[src/hdl/kda_pkg.sv]
// ----------------------------------------------------------------------------
// kda_pkg
// Types, register indexes and helpers for the debounced key with autorepeat.
// ----------------------------------------------------------------------------
package kda_pkg;

    // Timer and register widths
    localparam int TIMER_W   = 16;
    localparam int CFG_W     = 16;
    localparam int CFG_ADDR_W = 3;

    // Result queue depth (holds two ticks' worth of events)
    localparam int QUEUE_DEPTH = 4;
    localparam int QPTR_W      = $clog2(QUEUE_DEPTH);
    localparam int QCNT_W      = $clog2(QUEUE_DEPTH + 1);

    typedef logic [TIMER_W-1:0] timer_t;
    typedef logic [CFG_W-1:0]   cfg_word_t;

    localparam timer_t TIMER_MAX = '1;

    // Register indexes
    localparam logic [CFG_ADDR_W-1:0] REG_KEY_CODE      = CFG_ADDR_W'(0);
    localparam logic [CFG_ADDR_W-1:0] REG_AUTOREPEAT_ON = CFG_ADDR_W'(1);
    localparam logic [CFG_ADDR_W-1:0] REG_DEBOUNCE      = CFG_ADDR_W'(2);
    localparam logic [CFG_ADDR_W-1:0] REG_REPEAT_DELAY  = CFG_ADDR_W'(3);
    localparam logic [CFG_ADDR_W-1:0] REG_REPEAT_PERIOD = CFG_ADDR_W'(4);

    // Register reset values
    localparam cfg_word_t DEBOUNCE_RST      = CFG_W'(5);
    localparam cfg_word_t REPEAT_DELAY_RST  = CFG_W'(250);
    localparam cfg_word_t REPEAT_PERIOD_RST = CFG_W'(34);

    // One tick beat
    typedef struct packed {
        logic pin_level;
        logic pin_change;
    } kda_in_t;

    // One event beat
    typedef struct packed {
        logic [15:0] event_code;
        logic        pressed;
        logic        last;
    } kda_out_t;

    // Timer load value: zero counts as one, large values saturate
    function automatic timer_t load_value(input cfg_word_t ticks);
        logic [32:0] t_wide;
        t_wide = 33'(ticks);
        if (ticks == '0) begin
            return TIMER_W'(1);
        end else if (t_wide > 33'(TIMER_MAX)) begin
            return TIMER_MAX;
        end else begin
            return TIMER_W'(ticks);
        end
    endfunction

endpackage

[src/hdl/key_debounce_autorepeat_top.sv]
// ----------------------------------------------------------------------------
// key_debounce_autorepeat_top
// Debounced key with optional autorepeat, one tick beat per cycle while the queue has room.
// ----------------------------------------------------------------------------
//  channel  | ports                     | payload
//  ---------+---------------------------+-----------------------------------
//  tick in  | s_valid, s_ready, s_data  | pin_level, pin_change
//  event out| m_valid, m_ready, m_data  | event_code, pressed, last
//  config   | cfg_wr_en, cfg_addr, cfg_wdata | five registers, write only
//
//  A tick is processed in the cycle it is accepted: both timers update at
//  that edge and its zero to two events enter a four-entry result queue.
//  A tick is taken whenever the queue has room for two events, so ticks
//  flow one per cycle while the event side keeps up; each event leaves as
//  its own output beat, which sets the rate when ticks keep producing events.
//  Synchronous reset clears timers and queue and restores register defaults.
// ----------------------------------------------------------------------------
module key_debounce_autorepeat_top (
    input  logic                          aclk,
    input  logic                          aresetn,
    input  logic                          cfg_wr_en,
    input  logic [kda_pkg::CFG_ADDR_W-1:0] cfg_addr,
    input  logic [kda_pkg::CFG_W-1:0]     cfg_wdata,
    input  logic                          s_valid,
    output logic                          s_ready,
    input  kda_pkg::kda_in_t              s_data,
    output logic                          m_valid,
    input  logic                          m_ready,
    output kda_pkg::kda_out_t             m_data
);
    import kda_pkg::*;

    // Configuration registers
    logic [15:0] key_code_reg;
    logic        autorepeat_on_reg;
    cfg_word_t   debounce_reg;
    cfg_word_t   repeat_delay_reg;
    cfg_word_t   repeat_period_reg;

    // Timers
    timer_t deb_reg, deb_next;
    timer_t rep_reg, rep_next;

    // Result queue
    kda_out_t            queue_reg [QUEUE_DEPTH];
    logic [QPTR_W-1:0]   wr_ptr_reg, wr_ptr_next;
    logic [QPTR_W-1:0]   rd_ptr_reg, rd_ptr_next;
    logic [QCNT_W-1:0]   cnt_reg, cnt_next;

    logic        accept;
    logic        pop;
    logic        key_on;
    logic        rep_fire;
    logic        deb_fire;
    timer_t      deb_after;
    logic [1:0]  push_n;
    kda_out_t    ev_rep;
    kda_out_t    ev_deb;
    logic [QPTR_W-1:0] wr_ptr_second;

    // Write configuration registers
    always_ff @(posedge aclk) begin
        if (!aresetn) begin
            key_code_reg      <= '0;
            autorepeat_on_reg <= 1'b0;
            debounce_reg      <= DEBOUNCE_RST;
            repeat_delay_reg  <= REPEAT_DELAY_RST;
            repeat_period_reg <= REPEAT_PERIOD_RST;
        end else if (cfg_wr_en) begin
            case (cfg_addr)
                REG_KEY_CODE:      key_code_reg      <= cfg_wdata[15:0];
                REG_AUTOREPEAT_ON: autorepeat_on_reg <= cfg_wdata[0];
                REG_DEBOUNCE:      debounce_reg      <= cfg_wdata;
                REG_REPEAT_DELAY:  repeat_delay_reg  <= cfg_wdata;
                REG_REPEAT_PERIOD: repeat_period_reg <= cfg_wdata;
                default: ;
            endcase
        end
    end

    // Handshake
    assign s_ready = (cnt_reg <= QCNT_W'(QUEUE_DEPTH - 2));
    assign accept  = s_valid && s_ready;
    assign m_valid = (cnt_reg != '0);
    assign pop     = m_valid && m_ready;
    assign m_data  = queue_reg[rd_ptr_reg];

    // Advance timers and decide events for the accepted tick
    always_comb begin
        key_on    = (key_code_reg != '0);
        rep_fire  = (rep_reg == TIMER_W'(1)) && key_on;
        deb_fire  = (deb_reg == TIMER_W'(1)) && key_on;
        deb_after = (deb_reg == '0) ? '0 : deb_reg - TIMER_W'(1);

        // repeat timer first
        if (rep_reg == '0) begin
            rep_next = '0;
        end else if (rep_fire) begin
            rep_next = load_value(repeat_period_reg);
        end else begin
            rep_next = rep_reg - TIMER_W'(1);
        end

        // debounce expiry samples the pin
        if (deb_fire) begin
            if (!s_data.pin_level) begin
                if (autorepeat_on_reg) begin
                    rep_next = load_value(repeat_delay_reg);
                end
            end else begin
                rep_next = '0;
            end
        end

        // pin change arms an idle debounce timer
        deb_next = deb_after;
        if (s_data.pin_change && (deb_after == '0)) begin
            deb_next = load_value(debounce_reg);
        end

        ev_rep.event_code = key_code_reg;
        ev_rep.pressed    = 1'b1;
        ev_rep.last       = !deb_fire;
        ev_deb.event_code = key_code_reg;
        ev_deb.pressed    = !s_data.pin_level;
        ev_deb.last       = 1'b1;

        push_n        = accept ? ({1'b0, rep_fire} + {1'b0, deb_fire}) : 2'd0;
        wr_ptr_second = wr_ptr_reg + QPTR_W'(rep_fire);
        wr_ptr_next   = wr_ptr_reg + QPTR_W'(push_n);
        rd_ptr_next   = rd_ptr_reg + QPTR_W'(pop);
        cnt_next      = cnt_reg + QCNT_W'(push_n) - QCNT_W'(pop);
    end

    // Hold timer state
    always_ff @(posedge aclk) begin
        if (!aresetn) begin
            deb_reg <= '0;
            rep_reg <= '0;
        end else if (accept) begin
            deb_reg <= deb_next;
            rep_reg <= rep_next;
        end
    end

    // Queue pointers and fill count
    always_ff @(posedge aclk) begin
        if (!aresetn) begin
            wr_ptr_reg <= '0;
            rd_ptr_reg <= '0;
            cnt_reg    <= '0;
        end else begin
            wr_ptr_reg <= wr_ptr_next;
            rd_ptr_reg <= rd_ptr_next;
            cnt_reg    <= cnt_next;
        end
    end

    // Push events into the queue
    always_ff @(posedge aclk) begin
        if (accept && rep_fire) begin
            queue_reg[wr_ptr_reg] <= ev_rep;
        end
        if (accept && deb_fire) begin
            queue_reg[wr_ptr_second] <= ev_deb;
        end
    end

`ifndef SYNTHESIS
    // Queue never overfills
    assert property (@(posedge aclk) disable iff (!aresetn)
        cnt_reg <= QCNT_W'(QUEUE_DEPTH))
        else $error("result queue overflow");

    // An armed debounce timer is never left at zero
    assert property (@(posedge aclk) disable iff (!aresetn)
        accept && s_data.pin_change && (deb_after == '0) |=> deb_reg != '0)
        else $error("debounce timer armed with zero");

    // Timers move only on an accepted tick
    assert property (@(posedge aclk) disable iff (!aresetn)
        !accept |=> $stable(deb_reg) && $stable(rep_reg))
        else $error("timer changed without a tick");

    // A tick with two events leaves at least two queued
    assert property (@(posedge aclk) disable iff (!aresetn)
        accept && rep_fire && deb_fire |=> cnt_reg >= QCNT_W'(2))
        else $error("second event lost");
`endif

endmodule

[config.mk]
export PLATFORM = sky130hd
export DESIGN_NAME = key_debounce_autorepeat_top
export DESIGN_NICKNAME = d
export VERILOG_FILES = /design/src/hdl/kda_pkg.sv /design/src/hdl/key_debounce_autorepeat_top.sv
export SDC_FILE = /design/constraint.sdc
export NUM_CORES = 1
export LEC_CHECK = 0
export ABC_AREA = 1
export BUFFER_PORTS_ARGS = -buffer_cell sky130_fd_sc_hd__buf_2
export CAP_MARGIN = 20
export CORE_ASPECT_RATIO = 1.75
export CORE_MARGIN = 10
export CORE_UTILIZATION = 61
export CTS_CLUSTER_SIZE = 25
export DETAILED_ROUTE_END_ITERATION = 16
export GPL_TIMING_DRIVEN = 0
export PLACE_DENSITY = 0.8
export SLEW_MARGIN = 20
export SYNTH_ARGS = -nofsm -noshare
export SYNTH_HDL_FRONTEND = slang
export SYNTH_SLANG_ARGS = --single-unit
[constraint.sdc]
create_clock -name aclk -period 3.6 [get_ports aclk]
set_input_delay 0.36 -clock aclk [delete_from_list [all_inputs] [get_ports aclk]]
set_output_delay 0.36 -clock aclk [all_outputs]
set_load 0.005 [all_outputs]
### Yosys cells after proc, flatten, opt, wreduce, memory -nomap -nowiden

Memory sizes are Yosys's and may differ from the RTL's. A register that Yosys moved wholly into a read port is not among the register bits.
Index checks and enable logic that the tools add are counted.

* flip-flop bits (word level): 104
* memory bits (writable): 72
* input port bits: 26
* output and inout port bits: 20
* word-level logic and storage cells: 65
* memories kept: 1

Memories
* queue_reg: words 4, width 18, read ports 1, clocked after memory_dff 1, write ports 2, line key_debounce_autorepeat_top.sv:45 `kda_out_t queue_reg [QUEUE_DEPTH];`

* $add $sub $neg: 8
* order comparisons: 1
* eq/ne operators: 6
* multiplexer cells: 16
* reduce and logical (&&, ||, !) cells: 23

Operator list (number)
* 16-bit 2-to-1 mux: 10
* 16-bit logical NOT: 6
* 16-bit by 1-bit equality test with 1-bit output, second input constant: 2
* 16-bit by 1-bit subtractor with 16-bit output, second input constant: 2
* 16-bit nonzero test: 1
* 2-bit AND reduction: 5
* 1-bit logical AND: 7
* 3-bit by 2-bit equality test with 1-bit output, second input constant: 2
* 2-bit by 1-bit adder with 2-bit output: 2
* 1-bit 2-to-1 mux: 4
* 2-bit 2-to-1 mux: 2
* 3-bit by 2-bit adder with 3-bit output: 1
* 3-bit by 1-bit equality test with 1-bit output, second input constant: 1
* 3-bit equality test, second input constant: 1
* 3-bit by 2-bit less-or-equal comparator with 1-bit output, second input constant: 1
* 3-bit logical NOT: 1
* 3-bit nonzero test: 1
* 3-bit by 1-bit subtractor with 3-bit output: 1
* 1-bit by 1-bit adder with 2-bit output: 1
* 2-bit adder: 1
* 1-bit logical NOT: 2

### Depth between registers and ports, before layout

* word-level depth: 7
* mapped depth: 16
* depth with buffers taken out: 16

### Least setup slack after synthesis

No wires, ideal clock.

* kind: flip-flop to flip-flop
* from: register cnt_reg[1]
* to: register cnt_reg[2]
* library setup time: 0.120 ns
* data arrival time: 2.606 ns
* data required time: 3.480 ns
* slack: 0.874 ns
* stages on the path, launching flop included: 14
* path buffers: 2
* period minus slack after synthesis: 2.726 ns
* cells stage by stage: dfxtp_1 -> a21oi_1 -> nand2_1 -> inv_1 -> clkbuf_1 -> clkbuf_1 -> nand2_1 -> ha_1 -> inv_1 -> ha_1 -> fa_1 -> xor2_1 -> o21ai_0 -> a21oi_1

* longest elaborated chain between the ends: 5
* elaborated cells on any way between the ends: 7
* classes of those cells: add/sub (2); order compare (1); mux (1); reduce/logical (3)

Ends and longest elaborated chain
* from (decl): line key_debounce_autorepeat_top.sv:48 `logic [QCNT_W-1:0] cnt_reg, cnt_next;`
* from (signal assigned): line key_debounce_autorepeat_top.sv:155 `cnt_reg <= cnt_next;`
* 3-bit by 2-bit less-or-equal comparator with 1-bit output: line key_debounce_autorepeat_top.sv:82 `assign s_ready = (cnt_reg <= QCNT_W'(QUEUE_DEPTH - 2));`
* named net s_ready: line key_debounce_autorepeat_top.sv:25 `output logic s_ready,`
* 1-bit logical AND: line key_debounce_autorepeat_top.sv:83 `assign accept = s_valid && s_ready;`
* 2-bit 2-to-1 mux: line key_debounce_autorepeat_top.sv:128 `push_n = accept ? ({1'b0, rep_fire} + {1'b0, deb_fire}) : 2'd0;`
* 3-bit by 2-bit adder with 3-bit output: line key_debounce_autorepeat_top.sv:132 `cnt_next = cnt_reg + QCNT_W'(push_n) - QCNT_W'(pop);`
* 3-bit by 1-bit subtractor with 3-bit output: line key_debounce_autorepeat_top.sv:132

The timed path passes the listed nets, and every way through them passes these cells.
A chain may end at the register's enable or synchronous reset.

### Worst setup path after layout

* from: register deb_reg[8]
* to: register cnt_reg[2]

* longest elaborated chain between the ends: 6

Ends and longest elaborated chain
* from (decl): line key_debounce_autorepeat_top.sv:41 `timer_t deb_reg, deb_next;`
* from (signal assigned): line key_debounce_autorepeat_top.sv:141 `deb_reg <= deb_next;`
* 16-bit by 1-bit equality test with 1-bit output: line key_debounce_autorepeat_top.sv:92 `deb_fire = (deb_reg == TIMER_W'(1)) && key_on;`
* 1-bit logical AND: line key_debounce_autorepeat_top.sv:92
* 1-bit by 1-bit adder with 2-bit output: line key_debounce_autorepeat_top.sv:128
* 2-bit 2-to-1 mux: line key_debounce_autorepeat_top.sv:128
* 3-bit by 2-bit adder with 3-bit output: line key_debounce_autorepeat_top.sv:132
* 3-bit by 1-bit subtractor with 3-bit output: line key_debounce_autorepeat_top.sv:132

No other way between the ends.

==> impl_metrics.env <==
export IMPL_rsz0062_at_grt="false"
export IMPL_yosys_area_share_simple_pct=25.3
export IMPL_first_pass_iters=6
export IMPL_syn2layout_area_growth_pct=12.5
export IMPL_post_route_period_util_pct=92.0
export IMPL_setup_violations=0
export IMPL_synthAdderAreaFrac_pct=1.95
export IMPL_async_flop_share_pct=0
export IMPL_hold_violations=0
export IMPL_worst_r2r_startpoint="deb_reg[8]"
export IMPL_synth_seq_area_share_pct=48.3
export IMPL_worstPathArrival_ps=3640
export IMPL_power_density_nw_per_um2=845
export IMPL_drv_cap=0
export IMPL_cp_startpoint="deb_reg[8]"
export IMPL_die_h_um=178
export IMPL_synth_cell_area_sq_um=8700
export IMPL_netlist_instances=1119
export IMPL_timing_final_ws_setup_ps=287
export IMPL_cts_buffers=17
export IMPL_rows=57
export IMPL_cts_num_sinks=176
export IMPL_nNetsFinal=1222
export IMPL_status="finished, final reports clean"
export IMPL_fin_setup_tns_ps=0
export IMPL_crit_fanout=6
export IMPL_fillers=1188
export IMPL_clk_pin_slew_ps=70
export IMPL_wl_um=25500
export IMPL_ys_warn_count=0
export IMPL_cpMostUsedCell="ha_1"
export IMPL_drive_gt1_share_pct=10.8
export IMPL_critical_path_top_delay_family="simple AND/OR/NAND/NOR gates"
export IMPL_max_stage_delay_ps=400
export IMPL_grt_pass1_wl_um=40300
export IMPL_cts_root_buffer="clkbuf_16"
export IMPL_dieArea_sq_um=19600
export IMPL_antenna_cells=0
export IMPL_post_cts_repair_setup_buffers=0
export IMPL_port_buffers=45
export IMPL_hold_path_class="input port to flip-flop"
export IMPL_tritoncts="built"
export IMPL_crit_slowest_cell="dfxtp_1"
export IMPL_max_freq_mhz=302
export IMPL_synth_flop_cell="dfxtp_1"
export IMPL_viasPerCell=5.80
export IMPL_cp_start_kind="flip-flop"
export IMPL_place_gp_congestion=1.01
export IMPL_p_leak_nw=3.99
export IMPL_path_depth=16
export IMPL_fin_crit_ps=3310
export IMPL_overflow=0
export IMPL_start_util_pct=62.3
export IMPL_ir_worst_vdd_v=0.000575
export IMPL_crit_buf_inv=3
export IMPL_muxShareOfSynthArea_pct=0
export IMPL_reg2reg_to="cnt_reg[2]"
export IMPL_ys_types=40
export IMPL_synth_compound_area_share_pct=14.5
export IMPL_grt_usage_pct=26.8
export IMPL_mostFrequentLayoutCells="nand2_1, nor2_1, inv_1"
export IMPL_wl_per_cell_um=18.5
export IMPL_synth_xor_area_share_pct=2.01
export IMPL_r2r_slack_ps=290
export IMPL_largest_register_ffs=72
export IMPL_clock_path_buffers=2
export IMPL_vias=7962
export IMPL_core_sq_um=14000
export IMPL_grt_pass1_vias=7945
export IMPL_multiInputGateArea_sq_um=3810
export IMPL_drt_iter0_drc=573
export IMPL_drc=0
export IMPL_htree_levels=4
export IMPL_slew_headroom_pct=50.3
export IMPL_grt_max_degree=20
export IMPL_die_w_um=110
export IMPL_worst_pin_slew_ps=740
export IMPL_grt_antenna_before_repair=0
export IMPL_critPathKind="flip-flop to flip-flop"
export IMPL_layout_commonest_cell="nand2_1"
export IMPL_insertion_delay_ps=440
export IMPL_skew_ps=10.2
export IMPL_syn_avg_cell_area_sq_um=7.78
export IMPL_end_kind="flip-flop"
export IMPL_final_util_pct=70.0
export IMPL_ys_ff_latch=176
export IMPL_required_ps=3930
export IMPL_synth_edff_count=68
export IMPL_dp_final_hpwl_um=19100
export IMPL_r2r_cells=16
export IMPL_cp_cell_sequence="nor2_4 > nand2_2 > nor2_8 > inv_1 > nor4_2 > nand2_1 > inv_2 > ha_1 > nand2_1 > ha_1 > inv_1 > ha_1 > fa_1 > xor2_1 > o21ai_0 > a21oi_1"
export IMPL_antenna_left=0
export IMPL_synth_top_family_by_area="simple AND/OR/NAND/NOR gates"
export IMPL_syn_nets=1158
export IMPL_io_pins=46
export IMPL_setup_worst_path_end="cnt_reg[2]"
export IMPL_pre_cts_ws_ps=189
export IMPL_seq_area_sq_um=4200
export IMPL_slew_viol_final=0
==> cell families (layout without fill, tap and decap cells) <==
| family | after synthesis | count (layout) |
|---|---|---|
| buffers and inverters | 173 | 250 |
| AO/OA/AOI/OAI | 240 | 240 |
| XOR/XNOR | 20 | 20 |
| adder cells (fa/ha/maj) | 13 | 13 |
| flip-flops | 176 | 176 |
| AND/OR/NAND/NOR | 497 | 497 |
==> tightest hold or removal path, cell delays in order <==
cell	delay, ps
buf_2	130
nand2_1	60
o211ai_1	70
==> power breakdown <==
group          internal (mW)  leakage (nW)  switching (mW)
clock                   1.18         0.308           0.825
sequential              2.28          1.53           0.221
combinational           1.28          2.15            2.48
==> repair_timing <==
item,CTS,global route
gates resized for setup,0,4
hold buffers,0,0
endpoints found under the hold margin,0,0
setup endpoints to repair,0,18
==> Yosys cell counts, types with 7 or more instances <==
cell type    n  share of area [%]
edfxtp_1    68                 23
nand2_1    184                7.9
buf_2        8               0.46
nor4_1      11               0.79
nor2_1     174                7.5
clkbuf_1    35                1.5
dfxtp_1    108                 25
o21ai_1     10               0.57
ha_1        12                1.7
nand3_1     76                4.4
a21oi_1     82                4.7
nand2_2      9               0.65
o22ai_1     18                1.3
o211ai_1     7               0.60
inv_1      118                5.1
xor2_1      13                1.3
o21ai_0    112                6.4
xnor2_1      7               0.70
nand4_1     11               0.79
==> worst min path at each step <==
| stage | from | end | slack, ps | depth (start not counted) |
|---|---|---|---|---|
| final | cfg_wdata[2] | debounce_reg[2] | 220 | 3 |
| after floorplan | queue_reg[1][0] | queue_reg[1][0] | 440 | 2 |
| after detailed placement | repeat_delay_reg[0] | repeat_delay_reg[0] | 470 | 2 |
| after global routing | cfg_wdata[2] | debounce_reg[2] | 220 | 3 |
| after CTS | cfg_wdata[2] | debounce_reg[2] | 220 | 3 |
| after global placement | repeat_delay_reg[0] | repeat_delay_reg[0] | 460 | 2 |
==> cell type report <==
class	count	area share (%)
Timing Repair Buffer	45	2.30
Tap cell	177	2.26
Multi-Input combinational cell	770	38.9
Buffer	49	2.34
Sequential cell	176	42.9
Clock inverter	13	2.06
Clock buffer	19	4.42
Inverter	124	4.75
==> metal layers <==
metal | GRT usage [%] | wire length, um
met2 | 49.7 | 13800
met5 | 0 | 0
met4 | 18.5 | 1910
met1 | 25.4 | 8510
met3 | 4.70 | 1260
==> stage by stage <==
step / hold slack [ps] / instances / total power [mW] / area, sq um
2_1_floorplan: 441 / 1119 / 5.26 / 8700
3_3_place_gp: 456 / 1341 / 6.16 / 9150
3_5_place_dp: 465 / 1341 / 6.25 / 9150
4_1_cts: 215 / 1373 / 8.23 / 9790
5_1_grt: 222 / 1373 / 8.84 / 9790
6_report: 222 / 1373 / 8.27 / 9790
(Power assumes the default switching activity.)
